$ cat src/hw/rtl/gwsha_pkg.sv
// ----------------------------------------------------------------------------
// gwsha_pkg
// Shared constants, codes and types of the gate word stream hit aggregator.
// ----------------------------------------------------------------------------
`default_nettype none

package gwsha_pkg;

   localparam int HitSlotsDefault = 32;

   // word identifiers
   localparam logic [3:0] ID_HEADER   = 4'd0;
   localparam logic [3:0] ID_TS1      = 4'd1;
   localparam logic [3:0] ID_TIME     = 4'd2;
   localparam logic [3:0] ID_AMP      = 4'd3;
   localparam logic [3:0] ID_TS4      = 4'd4;
   localparam logic [3:0] ID_TS5      = 4'd5;
   localparam logic [3:0] ID_TRAILER  = 4'd6;
   localparam logic [3:0] ID_GATETIME = 4'd7;
   localparam logic [3:0] ID_FEB      = 4'd13;

   // record kinds
   localparam logic [1:0] KIND_SUMMARY = 2'd0;
   localparam logic [1:0] KIND_HIT     = 2'd1;
   localparam logic [1:0] KIND_ECHO    = 2'd2;

   // presence bit positions
   localparam int P_A = 8;
   localparam int P_B = 7;
   localparam int P_OPEN = 6;
   localparam int P_TRL = 5;
   localparam int P_CLOSE = 4;
   localparam int P_FEB = 3;
   localparam int P_FIRST = 2;
   localparam int P_LAST = 1;
   localparam int P_OVF = 0;

   // one result record
   typedef struct packed {
      logic [1:0]  record_kind;
      logic        last_of_run;
      logic [15:0] gate_id;
      logic [23:0] ident;
      logic [27:0] time_first;
      logic [27:0] time_second;
      logic [8:0]  flags;
      logic [51:0] detail;
      logic [37:0] counts;
      logic [48:0] anchor_first;
      logic [48:0] anchor_last;
   } rec_type;

   // hit slot contents: times and amplitudes with counters
   typedef struct packed {
      logic [7:0]  te_cnt;
      logic [7:0]  le_cnt;
      logic        te_ok;
      logic        le_ok;
      logic [12:0] te;
      logic [12:0] le;
   } slot_time_type;

   typedef struct packed {
      logic [7:0]  lg_cnt;
      logic [7:0]  hg_cnt;
      logic        lg_ok;
      logic        hg_ok;
      logic [11:0] lg;
      logic [11:0] hg;
   } slot_amp_type;

   function automatic logic [7:0] sat8(input logic [7:0] v);
      sat8 = (v == 8'hFF) ? v : v + 8'd1;
   endfunction

endpackage

`default_nettype wire

$ cat src/hw/rtl/gwsha_slot_ram.sv
// ----------------------------------------------------------------------------
// gwsha_slot_ram
// Hit slot memory: key, time and amplitude per slot, one write and one
// registered read per cycle.
// ----------------------------------------------------------------------------
`default_nettype none

module gwsha_slot_ram
   import gwsha_pkg::*;
#(
   parameter int HIT_SLOTS = HitSlotsDefault,
   localparam int AW = (HIT_SLOTS > 1) ? $clog2(HIT_SLOTS) : 1
) (
   input  wire logic                clock,
   input  wire logic                wr_en,
   input  wire logic [AW-1:0]       wr_addr,
   input  wire logic [12:0]         wr_key,
   input  wire slot_time_type       wr_time,
   input  wire slot_amp_type        wr_amp,
   input  wire logic [AW-1:0]       rd_addr,
   output logic [12:0]              rd_key,
   output slot_time_type            rd_time,
   output slot_amp_type             rd_amp
);

   logic [12:0]   key_mem  [HIT_SLOTS];
   slot_time_type time_mem [HIT_SLOTS];
   slot_amp_type  amp_mem  [HIT_SLOTS];

   // write port and registered read port
   always_ff @(posedge clock) begin
      if (wr_en) begin
         key_mem[wr_addr]  <= wr_key;
         time_mem[wr_addr] <= wr_time;
         amp_mem[wr_addr]  <= wr_amp;
      end
      rd_key  <= key_mem[rd_addr];
      rd_time <= time_mem[rd_addr];
      rd_amp  <= amp_mem[rd_addr];
   end

endmodule

`default_nettype wire
$ cat config.mk
export PLATFORM = sky130hd
export DESIGN_NAME = gwsha_slot_ram
export DESIGN_NICKNAME = d
export VERILOG_FILES = /design/src/hw/rtl/gwsha_pkg.sv /design/src/hw/rtl/gwsha_slot_ram.sv
export SDC_FILE = /design/constraint.sdc
export NUM_CORES = 2
export LEC_CHECK = 0
export BUFFER_PORTS_ARGS = -buffer_cell sky130_fd_sc_hd__buf_4
export CORE_MARGIN = 4
export CORE_UTILIZATION = 45
export CTS_CLUSTER_DIAMETER = 200
export CTS_CLUSTER_SIZE = 8
export DETAILED_ROUTE_END_ITERATION = 12
export GPL_ROUTABILITY_DRIVEN = 0
export PLACE_DENSITY_LB_ADDON = 0.05
export SLEW_MARGIN = 20
export SYNTH_ARGS = -nofsm -noshare
export SYNTH_HDL_FRONTEND = slang
export SYNTH_SLANG_ARGS = --single-unit
$ cat constraint.sdc
create_clock -name clock -period 15.3 [get_ports clock]
set_input_delay 0.765 -clock clock [delete_from_list [all_inputs] [get_ports clock]]
set_output_delay 0.765 -clock clock [all_outputs]
set_load 0.01 [all_outputs]
; ---- Word level (Yosys, flattened, before mapping)
; Memories as Yosys holds them, arrays and structs flattened. A register that Yosys moved wholly into a read port is not among the register bits.
; Index checks and enable logic that the tools add are counted.
[word_totals]
register_bits = 0
ram_bits = 3168
inputBits = 111
word_cells = 5
mem_count = 3
[op_classes]
n_mux = 2
[memory_table]
columns = name, depth, word_bits, rd, rd_clocked_by_memory_dff, wr, line_no
row1 = time_mem, 32, 44, 1, 1, 1, gwsha_slot_ram.sv:27  ; slot_time_type time_mem [HIT_SLOTS];
row2 = amp_mem, 32, 42, 1, 1, 1, gwsha_slot_ram.sv:28  ; slot_amp_type amp_mem [HIT_SLOTS];
row3 = key_mem, 32, 13, 1, 1, 1, gwsha_slot_ram.sv:26  ; logic [12:0] key_mem [HIT_SLOTS];
[ops]
columns = op, count
row1 = $mux W1, 2

; ---- Logic depth before layout (Yosys ltp)
[logic_depth]
ltp_word = 2
depth_mapped = 9

; ---- Worst setup path before layout
; No wires, ideal clock.
[synth_timing]
path_kind = in2reg
from = input wr_addr[1]
to = memory amp_mem[24][0] (netlist bit) (enable)
setup_ns = 0.558
arrival_ns = 5.548
path_slack_ns = 9.194
cell_stages = 3
path_buffers = 1
cell_sequence = or3b_2 clkbuf_1 nor2_1
[synth_lines]
columns = item, line_no
row1 = start: declaration, gwsha_slot_ram.sv:16  ; input wire logic [AW-1:0] wr_addr,
row2 = end: declaration, gwsha_slot_ram.sv:28
; Straight into the memory's write port.

==> results <==
- The number of clock buffers added by TritonCTS is 446.
- The worst-case vdd ir drop is 0.0000943 V.
- Summed over all cells, the static leakage comes to 46.5 nW.
- In this run, placement finished with an instance count of 9398.
- The final setup TNS is 0 ps.
- The total of fill cells in the finished design is 21500.
- The final critical-path required period is 4550 ps.
- The minimum setup slack after placement is 9560 ps.
- The routed wirelength normalized by instance count is 33.2 um.
- The TritonCTS clock tree is yes.
- The library cell used most frequently in the layout, excluding fill and tap cells, is sky130_fd_sc_hd__edfxtp_1.
- In this run the tightest slew margin relative to its limit is 23.0%.
- The worst-skew pair later-pin latency is 970 ps.
- The synthesis-stage register bit count is 3267.
- Setup violations remaining at the end of the flow were counted as 0.
- The worst flop-to-flop path endpoint is rd_amp[34].
- The violation count after the first detailed-routing iteration is 6308.
- Dividing total power by cell area gives a power density of 142 nW/um^2.
- The largest net degree at the start of global routing is 134.
- The floorplan die area is 280000 um^2.
- In this run the worst path has a maximum fanout of 56.
- Synthesis produced a netlist with a net count of 5889.
- The relative area change from synthesis to final layout is 15.7%.
- Counting stages on the worst path, the most repeated cell is sky130_fd_sc_hd__buf_4.
- At the pin with the least slew margin, the transition time is 1160 ps.
- On the critical path, the stage with the largest delay is an instance of sky130_fd_sc_hd__buf_4.
- Once detail routing completed, the nets flagged for antenna violations numbered 0.
- The slack of the critical path is 10750 ps.
- The launching point of the worst reg2reg path is amp_mem[15][34].
- The run finished with clean final reports.
- The number of max-capacitance violations reported is 0.
- The largest total area in the synthesized netlist belongs to sky130_fd_sc_hd__edfxtp_1.
- The startpoint of the worst setup timing path is rd_addr[0].
- The proportion of synthesized chip area in sequential cells is 79.4%.
- The first global-routing pass estimated 475 mm of wire.
- The buffer count from post-CTS setup fixing is 0.
- The clock root buffer is sky130_fd_sc_hd__clkbuf_16.
- The routed layout has 60800 vias.
- The register clock-pin slew on the reported worst setup and hold paths is 50 ps.
- The library cells used most frequently in the layout, excluding fill and tap cells, are sky130_fd_sc_hd__edfxtp_1 (3168), sky130_fd_sc_hd__mux2i_1 (790), sky130_fd_sc_hd__a22oi_1 (521).
- The critical hold path startpoint is wr_amp[11].
- The worst setup path category is in2reg.
- The initial core utilization is 45.2%.
- The worst path uses 29.7% of the clock period.
- The min-delay analysis places its worst path in the category in2reg.
- The share of final-layout standard cells stronger than drive strength 1 is 19.9%.
- Summed over all layers, the routed wires come to 338 mm.
- The H-tree was split into 5 levels.
- Setup repair after global routing left no endpoint under its margin.
- The number of buffers and inverters on the critical path is 5.
- During placement, the flow inserted port buffers numbering 209.
- The core region is 271000 um^2.
- Measured along the y axis, the die boundary spans 529 um.
- The required time of the critical path is 16070 ps.
- In this run, distinct cell masters in the synthesized netlist total 35.
- For this design the top-level I/O count stands at 210.
- By area the synthesized netlist is led by sky130_fd_sc_hd__edfxtp_1 (78%), sky130_fd_sc_hd__mux4_2 (7.3%), sky130_fd_sc_hd__mux2i_1 (6.5%), sky130_fd_sc_hd__a22oi_1 (3.2%), sky130_fd_sc_hd__dfxtp_1 (1.6%).
- The total routing resource utilization after global routing is 23.9%.
- For hold timing, the worst endpoint is amp_mem[4][11].
- In this design, the stage delay of the slowest critical-path cell is 870 ps.
- Traced cell by cell, the critical path runs through buf_8 > buf_4 > buf_4 > buf_4 > buf_4 > mux4_2 > a32oi_1 > nand4_1.
- The type of element capturing the critical path is a register.
- The detailed placer's ending HPWL is 172 mm.
- The instance area after placement is 128000 um^2.
- After detailed routing, the number of remaining DRC violations is 0.
- The depth of the worst register-to-register path is 4.
- The share of synthesized area in the top cell type comes to 77.8%.
- The cell row count is 191.
- The worst endpoint data arrival time is 5320 ps.
- The first-pass detailed-route iteration total is 5.
- The summed instance area of the synthesized netlist is 122000 um^2.
- The finished cells cover 141000 um^2.
- The startpoint type of the worst setup path is an input port.
- The count of final hold-check violations is 0.
- The Yosys warning count is 0.
- The gate count after technology mapping is 5778.
- The post-layout instance count excluding filler cells is 10200.
- The final max-slew violation count is 0.
- Counting instances, the worst hold path has a depth of 1.
- The minimum setup slack among reg-to-reg paths is 13410 ps.
- Each instance of the synthesized netlist takes up on average 21.2 um^2.
- The number of buffers inserted by hold repair at cts is 0.
- Between clock sinks in the finished design, the worst skew comes to 41.8 ps.
- The number of global-route vias before repair is 62300.
- Derived from the worst setup path, the maximum achievable clock frequency is 220 MHz.
- The die outline width is 529 um.
- The longest clock path from root to sink contains 4 buffers.
- The total overflow left after global routing is 0.
- After detailed routing, the number of vias per cell comes to 5.96.
- The final layout contains 6390 nets.
- The cell family contributing the most delay on the critical path is buffers and inverters.
- The tightest hold path in the finished design has a slack of 198 ps.
- The count of clock tree sinks is 3267.
- After clock tree synthesis, the repair step resized 0 gates.
- The number of antenna violations at the first check in global routing is 24.
## kinds of logic (layout without fill, tap and decap cells)
logic type	count (synthesis)	after routing	share of synthesized area [%]
AND/OR/NAND/NOR	348	348	1.47
flip-flops	3267	3267	79.4
AO/OA/AOI/OAI	648	648	3.96
multiplexers	1189	1189	13.8
buffers and inverters	326	1166	1.38
other	0	11	0
## metrics by stage
step                      power (W)  utilization [%]
after global placement       0.0111             47.4
final                        0.0200             52.3
after global routing         0.0207             52.2
after floorplan              0.0107                -
after CTS                    0.0202             52.2
after detailed placement     0.0111             47.4
## synthesized netlist by cell type (all sizes together)
cell type	count
mux2	2
o22ai	1
nor2b	15
a21oi	10
dfxtp	99
a31oi	55
clkbuf	128
nand3	198
mux2i	790
or3	1
a211oi	1
inv	1
a22oi	521
and3	1
or3b	2
and2	10
nand2	17
nor4b	1
nor2	46
edfxtp	3168
nand4	44
mux4	397
buf	197
a32oi	4
a211o	1
a22o	55
and3b	1
nand3b	5
nand2b	1
nor3	6
## report_power, final
part / internal (W) / switching, W / leakage, nW
logic: 0.000319 / 0.000568 / 11.0
registers: 0.00997 / 0.0000592 / 29.4
clock network: 0.00544 / 0.00367 / 6.11
## final cells by class
type / instances / area [um^2] / area share, %
timing repair buffer: 378 / 3060 / 2.17
clock buffer: 759 / 12400 / 8.73
inverter: 1 / 3.75 / 0.00265
sequential: 3267 / 97100 / 68.6
antenna: 11 / 27.5 / 0.0195
clock inverter: 28 / 566 / 0.400
tap: 3570 / 4470 / 3.16
multi-input combinational: 2185 / 23900 / 16.9
## per-layer routing
| layer | global-route usage, % | vias up | part of all wire [%] |
|---|---|---|---|
| met5 | 0 | - | 0.015 |
| met4 | 5.99 | 8 | 2.4 |
| met3 | 4.34 | 498 | 6.5 |
| met2 | 38.4 | 2042 | 48 |
| met1 | 34.1 | 32900 | 43 |
| li1 | - | 25300 | - |
## worst max path at each step
stage,to,cells after the start
3_5_place_dp,rd_time[32],9
5_1_grt,rd_amp[37],8
2_1_floorplan,amp_mem[24][0],3
4_1_cts,rd_time[32],9
6_report,rd_amp[37],8
3_3_place_gp,rd_amp[37],9
## registers in the layout (all words and copies together), names as in the netlist
register,flops
amp_mem,1344
key_mem,416
time_mem,1408
rd_key,13
rd_amp,42
rd_time,44
(Power assumes the default switching activity.)
